## src/hdl/mm4_pkg.sv

```systemverilog
// Shared types and constants for the 4x4 fixed-point matrix multiply unit.
package mm4_pkg;

    // Default matrix dimension; the top level takes it as a parameter.
    localparam int DIM_DEFAULT = 4;

    // Fixed-point format: signed Q16.16 words.
    localparam int WORD_W    = 32;
    localparam int FRAC_BITS = 16;
    localparam int PROD_W    = 2 * WORD_W;

    // One input word: an element of each source matrix at the same index.
    typedef struct packed {
        logic signed [WORD_W-1:0] left_value;
        logic signed [WORD_W-1:0] right_value;
    } load_word_t;

    // One result word: a product element and the end-of-matrix mark.
    typedef struct packed {
        logic signed [WORD_W-1:0] product_value;
        logic                     last_out;
    } result_word_t;

    // Control that travels with each operand pair into the MAC unit.
    typedef struct packed {
        logic valid;
        logic first;
        logic last;
    } mac_ctl_t;

endpackage

```

## src/hdl/matrix_multiply_4x4_unit.sv

```systemverilog
// Top level of the DIM x DIM Q16.16 matrix multiply unit with its sequencer.
//
//   Channel   Signals                               Word contents
//   load      load_valid, load_ready, load_word     left_value, right_value
//   result    result_valid, result_ready, result_word  product_value, last_out
//
// Loading accepts a word whenever load_valid and load_ready are both high; DIM*DIM
// words fill both operand memories. Each product element is then issued as DIM
// operand pairs to the shared multiplier and passes through the read, multiply,
// accumulate and clamp registers; the next element is issued only after the
// sum is handed off, so the single multiply-accumulate unit sets the pace.
// load_ready is low from the last load word until the final element is in the
// output register; a stalled result channel holds the sequencer.
// Reset clears the sequencer and valid flags; the memories are not cleared.
module matrix_multiply_4x4_unit
    import mm4_pkg::*;
#(
    parameter int DIM = DIM_DEFAULT
)
(
    input  logic         clk,
    input  logic         rst_n,
    input  logic         load_valid,
    output logic         load_ready,
    input  load_word_t   load_word,
    output logic         result_valid,
    input  logic         result_ready,
    output result_word_t result_word
);

    localparam int ELEMS = DIM * DIM;
    localparam int IDX_W = $clog2(ELEMS);
    localparam int CNT_W = $clog2(DIM);

    // Sequencer state codes.
    localparam logic [1:0] ST_LOAD  = 2'd0;
    localparam logic [1:0] ST_ISSUE = 2'd1;
    localparam logic [1:0] ST_WAIT  = 2'd2;

    logic [1:0]               state_reg;
    logic [1:0]               state_next;
    logic [IDX_W-1:0]         load_count_reg;
    logic [IDX_W-1:0]         load_count_next;
    logic [CNT_W-1:0]         row_reg;
    logic [CNT_W-1:0]         row_next;
    logic [CNT_W-1:0]         col_reg;
    logic [CNT_W-1:0]         col_next;
    logic [CNT_W-1:0]         e_reg;
    logic [CNT_W-1:0]         e_next;

    logic signed [WORD_W-1:0] left_mem  [ELEMS];
    logic signed [WORD_W-1:0] right_mem [ELEMS];
    logic [IDX_W-1:0]         left_addr;
    logic [IDX_W-1:0]         right_addr;
    logic signed [WORD_W-1:0] left_rd_reg;
    logic signed [WORD_W-1:0] right_rd_reg;

    mac_ctl_t                 issue_ctl;
    mac_ctl_t                 rd_ctl_reg;
    logic                     mac_take;
    logic                     mac_res_valid;
    logic signed [WORD_W-1:0] mac_res;

    logic                     load_fire;
    logic                     out_free;
    logic                     row_last;
    logic                     col_last;
    logic                     e_last;

    logic                     result_valid_reg;
    logic                     result_valid_next;
    result_word_t             result_word_reg;

    assign load_ready = (state_reg == ST_LOAD);
    assign load_fire  = load_valid && load_ready;
    assign out_free   = !result_valid_reg || result_ready;
    assign row_last   = (row_reg == CNT_W'(DIM - 1));
    assign col_last   = (col_reg == CNT_W'(DIM - 1));
    assign e_last     = (e_reg == CNT_W'(DIM - 1));
    assign mac_take   = (state_reg == ST_WAIT) && mac_res_valid && out_free;

    // Operand addresses: A walks a row, B walks a column.
    assign left_addr  = IDX_W'(row_reg) + IDX_W'(e_reg) * IDX_W'(DIM);
    assign right_addr = IDX_W'(e_reg) + IDX_W'(col_reg) * IDX_W'(DIM);

    // Operand memories: written while loading, read one pair per issue cycle.
    always_ff @(posedge clk)
    begin
        if (load_fire)
        begin
            left_mem[load_count_reg]  <= load_word.left_value;
            right_mem[load_count_reg] <= load_word.right_value;
        end
        left_rd_reg  <= left_mem[left_addr];
        right_rd_reg <= right_mem[right_addr];
    end

    // Control for the operand pair being read this cycle.
    always_comb
    begin
        issue_ctl       = '0;
        issue_ctl.valid = (state_reg == ST_ISSUE);
        issue_ctl.first = (e_reg == '0);
        issue_ctl.last  = e_last;
    end

    // Sequencer: load, issue DIM operand pairs, wait for and hand off the sum.
    always_comb
    begin
        state_next      = state_reg;
        load_count_next = load_count_reg;
        row_next        = row_reg;
        col_next        = col_reg;
        e_next          = e_reg;
        case (state_reg)
            ST_LOAD:
            begin
                if (load_fire)
                begin
                    if (load_count_reg == IDX_W'(ELEMS - 1))
                    begin
                        load_count_next = '0;
                        state_next      = ST_ISSUE;
                    end
                    else
                    begin
                        load_count_next = load_count_reg + 1'b1;
                    end
                end
            end
            ST_ISSUE:
            begin
                if (e_last)
                begin
                    e_next     = '0;
                    state_next = ST_WAIT;
                end
                else
                begin
                    e_next = e_reg + 1'b1;
                end
            end
            ST_WAIT:
            begin
                if (mac_take)
                begin
                    if (row_last)
                    begin
                        row_next = '0;
                        if (col_last)
                        begin
                            col_next   = '0;
                            state_next = ST_LOAD;
                        end
                        else
                        begin
                            col_next   = col_reg + 1'b1;
                            state_next = ST_ISSUE;
                        end
                    end
                    else
                    begin
                        row_next   = row_reg + 1'b1;
                        state_next = ST_ISSUE;
                    end
                end
            end
            default:
            begin
                state_next = ST_LOAD;
            end
        endcase
    end

    always_ff @(posedge clk or negedge rst_n)
    begin
        if (!rst_n)
        begin
            state_reg      <= ST_LOAD;
            load_count_reg <= '0;
            row_reg        <= '0;
            col_reg        <= '0;
            e_reg          <= '0;
            rd_ctl_reg     <= '0;
        end
        else
        begin
            state_reg      <= state_next;
            load_count_reg <= load_count_next;
            row_reg        <= row_next;
            col_reg        <= col_next;
            e_reg          <= e_next;
            rd_ctl_reg     <= issue_ctl;
        end
    end

    // Shared multiply-accumulate unit.
    mm4_mac #(
        .DIM (DIM)
    ) u_mac (
        .clk       (clk),
        .rst_n     (rst_n),
        .ctl       (rd_ctl_reg),
        .a         (left_rd_reg),
        .b         (right_rd_reg),
        .take      (mac_take),
        .res_valid (mac_res_valid),
        .res       (mac_res)
    );

    // Output register: one result word, held while the consumer stalls.
    always_comb
    begin
        if (mac_take)
        begin
            result_valid_next = 1'b1;
        end
        else if (result_ready)
        begin
            result_valid_next = 1'b0;
        end
        else
        begin
            result_valid_next = result_valid_reg;
        end
    end

    always_ff @(posedge clk or negedge rst_n)
    begin
        if (!rst_n)
        begin
            result_valid_reg <= 1'b0;
        end
        else
        begin
            result_valid_reg <= result_valid_next;
        end
    end

    always_ff @(posedge clk)
    begin
        if (mac_take)
        begin
            result_word_reg.product_value <= mac_res;
            result_word_reg.last_out      <= row_last && col_last;
        end
    end

    assign result_valid = result_valid_reg;
    assign result_word  = result_word_reg;

    // The MAC never holds a finished sum while the block is loading.
    assert property (@(posedge clk) disable iff (!rst_n)
        (state_reg == ST_LOAD) |-> !mac_res_valid)
        else $error("MAC result pending while loading");

    // A waiting result word holds still until the receiver takes it.
    assert property (@(posedge clk) disable iff (!rst_n)
        (result_valid && !result_ready) |=> (result_valid && $stable(result_word)))
        else $error("result word changed while stalled");

    // The term counter only moves while operand pairs are being issued.
    assert property (@(posedge clk) disable iff (!rst_n)
        (state_reg != ST_ISSUE) |-> (e_reg == '0))
        else $error("term counter nonzero outside issue");

    // After a hand-off the output register holds a valid word and the MAC result flag is clear.
    assert property (@(posedge clk) disable iff (!rst_n)
        mac_take |=> (result_valid && !mac_res_valid))
        else $error("hand-off of MAC result did not complete");

endmodule

```

## src/hdl/mm4_mac.sv

```systemverilog
// Shared multiply-accumulate unit with Q16.16 rescale and saturation.
module mm4_mac
    import mm4_pkg::*;
#(
    parameter int DIM = DIM_DEFAULT
)
(
    input  logic                     clk,
    input  logic                     rst_n,
    input  mac_ctl_t                 ctl,
    input  logic signed [WORD_W-1:0] a,
    input  logic signed [WORD_W-1:0] b,
    input  logic                     take,
    output logic                     res_valid,
    output logic signed [WORD_W-1:0] res
);

    // The exact sum of DIM products needs $clog2(DIM) guard bits over one product.
    localparam int ACC_W = PROD_W + $clog2(DIM);

    mac_ctl_t                 prod_ctl_reg;
    logic signed [PROD_W-1:0] prod_reg;
    logic signed [ACC_W-1:0]  acc_reg;
    logic signed [ACC_W-1:0]  acc_next;
    logic                     fin_reg;
    logic                     res_valid_reg;
    logic signed [WORD_W-1:0] res_reg;
    logic signed [ACC_W-1:0]  shifted;
    logic                     ovf;
    logic signed [WORD_W-1:0] sat_val;

    // Stage one: the 32x32 signed product.
    always_ff @(posedge clk)
    begin
        prod_reg <= a * b;
    end

    always_ff @(posedge clk or negedge rst_n)
    begin
        if (!rst_n)
        begin
            prod_ctl_reg <= '0;
        end
        else
        begin
            prod_ctl_reg <= ctl;
        end
    end

    // Stage two: exact accumulation, restarted on the first term of an element.
    always_comb
    begin
        acc_next = acc_reg;
        if (prod_ctl_reg.valid)
        begin
            if (prod_ctl_reg.first)
            begin
                acc_next = ACC_W'(prod_reg);
            end
            else
            begin
                acc_next = acc_reg + ACC_W'(prod_reg);
            end
        end
    end

    always_ff @(posedge clk)
    begin
        acc_reg <= acc_next;
    end

    always_ff @(posedge clk or negedge rst_n)
    begin
        if (!rst_n)
        begin
            fin_reg <= 1'b0;
        end
        else
        begin
            fin_reg <= prod_ctl_reg.valid && prod_ctl_reg.last;
        end
    end

    // Stage three: floor shift by the fraction width, then clamp to 32 bits.
    always_comb
    begin
        shifted = acc_reg >>> FRAC_BITS;
        ovf     = (shifted[ACC_W-1:WORD_W-1] != '0) && (shifted[ACC_W-1:WORD_W-1] != '1);
        if (ovf)
        begin
            sat_val = shifted[ACC_W-1] ? {1'b1, {(WORD_W-1){1'b0}}}
                                       : {1'b0, {(WORD_W-1){1'b1}}};
        end
        else
        begin
            sat_val = shifted[WORD_W-1:0];
        end
    end

    always_ff @(posedge clk)
    begin
        if (fin_reg)
        begin
            res_reg <= sat_val;
        end
    end

    // The result is held until the sequencer takes it.
    always_ff @(posedge clk or negedge rst_n)
    begin
        if (!rst_n)
        begin
            res_valid_reg <= 1'b0;
        end
        else if (fin_reg)
        begin
            res_valid_reg <= 1'b1;
        end
        else if (take)
        begin
            res_valid_reg <= 1'b0;
        end
    end

    assign res_valid = res_valid_reg;
    assign res       = res_reg;

endmodule

```

## config.mk

```make
export PLATFORM = sky130hd
export DESIGN_NAME = matrix_multiply_4x4_unit
export DESIGN_NICKNAME = d
export VERILOG_FILES = /design/src/hdl/mm4_pkg.sv /design/src/hdl/matrix_multiply_4x4_unit.sv /design/src/hdl/mm4_mac.sv
export SDC_FILE = /design/constraint.sdc
export NUM_CORES = 2
export LEC_CHECK = 0
export CORE_AREA = 2 2 465 560
export DETAILED_ROUTE_END_ITERATION = 12
export DIE_AREA = 0 0 467 562
export DONT_BUFFER_PORTS = 1
export PLACE_DENSITY_LB_ADDON = 0.05
export SKIP_LAST_GASP = 1
export SYNTH_ARGS = -nofsm -noshare
export SYNTH_HDL_FRONTEND = slang
export SYNTH_SLANG_ARGS = --single-unit
```

## constraint.sdc

```tcl
create_clock -name clk -period 8.8 [get_ports clk]
set_input_delay 1.32 -clock clk [delete_from_list [all_inputs] [get_ports clk]]
set_output_delay 1.32 -clock clk [all_outputs]
set_load 0.005 [all_outputs]
```

# Word level (Yosys, flattened, before mapping)
# Memories as Yosys holds them, arrays and structs flattened. A register that Yosys moved wholly into a read port is not among the register bits.
# Index checks and enable logic that the tools add are counted.
[word_totals]
register_bits = 216
mem_bits_rw = 1024
inputBits = 68
n_memories = 2
[memory_table]
columns = ["name", "words", "width", "read_ports", "rd_clocked_by_memory_dff", "wr", "line_no", "source"]
rows = [
  ["left_mem", 16, 32, 1, 1, 1, "matrix_multiply_4x4_unit.sv:51", "logic signed [WORD_W-1:0] left_mem [ELEMS];"],
  ["right_mem", 16, 32, 1, 1, 1, "matrix_multiply_4x4_unit.sv:52", "logic signed [WORD_W-1:0] right_mem [ELEMS];"],
]
[classes]
add_sub_neg = 7
n_mul = 1
n_eq_ne = 11
muxes = 20
reduce_logical = 17
[ops]
columns = ["cell", "count"]
rows = [
  ["$add 66x64->66", 1],
  ["$mux 66", 1],
  ["$mul 32x32->64", 1],
  ["$mux 32", 2],
  ["$ne 35x35->1 const B", 1],
  ["$reduce_bool 35->1", 1],
  ["$mux 2", 8],
  ["$add 2x4->4", 2],
  ["$eq 2x2->1 const B", 4],
  ["$mux 1", 7],
  ["$add 2x1->2 const B", 3],
  ["$logic_and 1x1->1", 6],
  ["$ne 2x1->1 const B", 3],
  ["$pmux 2 s3", 1],
  ["$add 4x1->4 const B", 1],
  ["$eq 4x4->1 const B", 1],
  ["$logic_not 2->1", 2],
  ["$mux 4", 1],
  ["$reduce_and 2->1", 2],
  ["$reduce_and 4->1", 1],
  ["$reduce_bool 2->1", 2],
  ["$reduce_and 3->1", 1],
  ["$eq 2x1->1 const B", 1],
  ["$ne 2x2->1 const B", 1],
  ["other kinds (2)", 2],
]

# Logic depth before layout (Yosys ltp)
[depth]
ltp_word = 5
ltp_mapped = 30
depth_no_buf = 29

# Cells and area by module
# Synthesis repeated with hierarchy kept, for this count alone.
[hier_totals]
cells_unflattened = 6613
area_unflattened_um2 = 86962.2
[modules_own_cells]
columns = ["module", "n_inst", "cells_each", "area_each_um2", "seq_area_each_um2"]
rows = [
  ["mm4_mac", 1, 4854, 45576.2, 4349.2],
  ["matrix_multiply_4x4_unit", 1, 1759, 41385.9, 33422.1],
]

# Least setup slack after synthesis
# Ideal clock, no wire load.
[synth_timing]
kind = "reg2reg"
startpoint = "reg right_rd_reg[2] (read register of right_mem)"
endpoint = "reg u_mac.prod_reg[56]"
setup_ns = 0.126
arrival_ns = 7.567
t_required_ns = 8.674
slack_ns = 1.107
path_stages_with_launch = 26
n_path_buf = 2
synth_period_minus_slack_ns = 7.693
cell_sequence = "dfxtp_1 -> clkbuf_1 -> nand2_1 -> inv_1 -> fa_1 -> fa_1 -> fa_1 -> inv_1 -> fa_1 -> fa_1 -> fa_1 -> fa_1 -> fa_1 -> inv_1 -> ha_1 -> buf_4 -> nand3_2 -> or3_1 -> or4_1 -> a2bb2oi_1 -> o2111a_1 -> a221oi_2 -> a211oi_1 -> o21bai_1 -> a21oi_1 -> xnor2_1"
[synth_via]
elab_chain_len = 1
[synth_lines]
columns = ["element", "line_no", "source"]
rows = [
  ["start: declaration", "matrix_multiply_4x4_unit.sv:56", "logic signed [WORD_W-1:0] right_rd_reg;"],
  ["$mul 32x32->64", "mm4_mac.sv:35", "prod_reg <= a * b;"],
  ["end signal: assignment", "mm4_mac.sv:35", ""],
  ["end: declaration", "mm4_mac.sv:22", "logic signed [PROD_W-1:0] prod_reg;"],
]
# Every way passes these cells.
# A chain may end at the register's enable or synchronous reset.

# Worst setup path in the final report
[layout_timing]
startpoint = "reg right_rd_reg[19] (read register of right_mem)"
endpoint = "reg u_mac.prod_reg[61]"
# Same word-level chain as after synthesis.

==> results.json <==
{
  "dp_hpwl_um": 171000,
  "crit_slowest_cell": "dfxtp_1",
  "grt_usage": 0.189,
  "grt_pass1_wl_um": 369000,
  "die-area_um2": 262000,
  "slew_headroom": 0.175,
  "path_depth": 22,
  "fmax_mhz": 120,
  "status": "finished, final reports clean",
  "crit_type": "reg -> reg",
  "critPathLaunch": "right_rd_reg[19]",
  "ios": 103,
  "async_flop_share": 0.0161,
  "drc": 0,
  "grt_use_met3": 0.0243,
  "via_count": 48900,
  "numClockSinks": 1304,
  "ff2ff_path_depth": 22,
  "timing.rr.end": "u_mac.prod_reg[61]",
  "die_w_um": 467,
  "grt_busiest_layer": "met2",
  "fin_crit_sh": 0.949,
  "overflow": 0,
  "cts_tree": "done",
  "ys_types": 88,
  "finalMaxSlewViolations": 0,
  "final_nets": 7878,
  "cts_root_buf": "clkbuf_16",
  "cts_hold_buf": 0,
  "cts.clk_slew.worst_paths_ns": 0.06,
  "path_cells": "buf_4 > nand2_1 > fa_1 > fa_1 > inv_1 > fa_1 > fa_1 > fa_1 > fa_1 > fa_1 > fa_1 > ha_1 > o21a_1 > nor2_1 > nor2_1 > o2111ai_1 > a2111oi_2 > buf_4 > o2111ai_1 > and3_4 > o41ai_2 > xor2_1",
  "grt_max_degree": 121,
  "synth_area_um2": 87000,
  "fill_cells": 24500,
  "rsz0062_at_grt": "no",
  "worstSkewPairLatency_ns": 0.82,
  "drtIter0Drc": 2588,
  "worstPathArrival_ns": 9.03,
  "crit_top_cell": "fa_1",
  "r2r_setup_slack_ns": 0.45,
  "maxCapViolations": 0,
  "drt-total-wl_um": 243000,
  "drive_above_1_share": 0.118,
  "antenna_found_initial": 14,
  "io_buffers": 0,
  "drt_pre_antenna_iters": 7,
  "synth_edf_count": 1155,
  "ys_seq_area_frac": 0.434,
  "ys_ff_latch": 1304,
  "synth_ff_type": "edfxtp_1",
  "hold_viol": 0,
  "grt_pass1_vias": 55400,
  "crit_fanout": 15,
  "htreeDepth": 4,
  "use_met1": 0.251,
  "syn_nets": 7875,
  "initial_utilization": 0.339,
  "gp_congestion": 0.833,
  "grt_util_met2": 0.330,
  "critical_path_buf_inv_count": 3,
  "cp_top_family": "adder cells",
  "r2r-start": "right_rd_reg[19]",
  "cts_buffer_depth": 4,
  "via_per_inst": 4.90,
  "synthCells": 6467,
  "fin_worst_skew_ns": 0.0882,
  "cts_buffers": 154,
  "tns_ns": 0,
  "wl_per_cell_um": 24.4,
  "hp-class": "in -> async",
  "start_kind": "flop",
  "period_minus_slack_ns": 8.35,
  "core_um2": 257000,
  "final_common_cell": "edfxtp_1",
  "worst_setup_path_end_kind": "flop",
  "syn2layout_area_growth_pct": 11.0,
  "final_cell_mix": "edfxtp_1 (1155), fa_1 (1083), inv_1 (1021)",
  "setup-violations-final": 0,
  "antenna_left": 0,
  "worst_slew_pin_slew_ns": 1.23,
  "yosys_warnings": 0,
  "required_ns": 9.48,
  "rows": 204,
  "slowest_delay_ns": 0.94,
  "synth.avg_cell_area_um2": 13.5,
  "die_h_um": 562
}
## repair_timing
| item | 4_1_cts | 5_1_grt |
|---|---|---|
| gates resized for setup | 0 | 2 |
| endpoints found under the setup margin | 0 | 3 |
| setup buffers | 0 | 0 |
## routing by layer
layer | vias up | part of all wire
met4 | 0 | 0.020
met1 | 26300 | 0.44
li1 | 21600 | -
met5 | - | 0
met2 | 706 | 0.50
met3 | 275 | 0.032
## kinds of logic (layout without fill, tap and decap cells)
logic type	count (synthesis)	after routing	share of synthesized area
AND/OR/NAND/NOR	1460	1460	0.0841
buffers and inverters	1364	1478	0.0591
adder cells (fa/ha/maj)	1340	1340	0.286
flip-flops	1304	1304	0.434
AO/OA/AOI/OAI	543	543	0.0400
multiplexers	329	329	0.0839
XOR/XNOR	127	127	0.0128
other	0	4	0
## stage by stage
stage | setup WS [ns] | area [um2] | instances | utilization | hold WS, ns
global placement | 0.351 | 91900 | 9713 | 0.358 | 0.333
global route | 0.0648 | 96600 | 9982 | 0.376 | 0.149
floorplan | 1.11 | 87000 | 6467 | - | 0.331
detailed placement | 0.338 | 91900 | 9713 | 0.358 | 0.335
finish | 0.447 | 96600 | 9984 | 0.376 | 0.202
CTS | 0.309 | 96600 | 9980 | 0.376 | 0.137
## layout make-up
type	instances	area [um2]	share of cell area
sequential	1304	37800	0.391
inverter	1022	3840	0.0397
antenna	4	10.0	0.000104
clock buffer	206	4190	0.0434
timing repair buffer	189	1770	0.0183
clock inverter	61	502	0.00520
multi-input combinational	3799	44200	0.458
tap	3399	4250	0.0440
## synthesized netlist by cell type (30+ instances only)
library cell | number | area share
inv_1 | 1021 | 0.044
o21ai_0 | 127 | 0.0073
dfxtp_1 | 128 | 0.029
nor2_1 | 90 | 0.0039
nand2b_1 | 30 | 0.0022
a21oi_1 | 148 | 0.0085
nand2_1 | 629 | 0.027
xor2_1 | 40 | 0.0040
clkbuf_1 | 302 | 0.013
a21o_1 | 105 | 0.0091
xnor2_1 | 87 | 0.0088
edfxtp_1 | 1155 | 0.40
nand4_1 | 43 | 0.0031
mux4_2 | 320 | 0.083
ha_1 | 257 | 0.037
and2_1 | 527 | 0.038
nand3_1 | 34 | 0.0020
fa_1 | 1083 | 0.25
## worst max-delay path by stage
| stage | endpoint | slack, ns |
|---|---|---|
| 6_report | u_mac.prod_reg[61] | 0.45 |
| 2_1_floorplan | u_mac.prod_reg[56] | 1.11 |
| 4_1_cts | u_mac.prod_reg[60] | 0.31 |
| 3_5_place_dp | u_mac.prod_reg[61] | 0.34 |
| 5_1_grt | u_mac.prod_reg[61] | 0.06 |
| 3_3_place_gp | u_mac.prod_reg[56] | 0.35 |
Power is not shown: default switching activity piles up to over one toggle a cycle in this logic, so the estimate is an artifact.
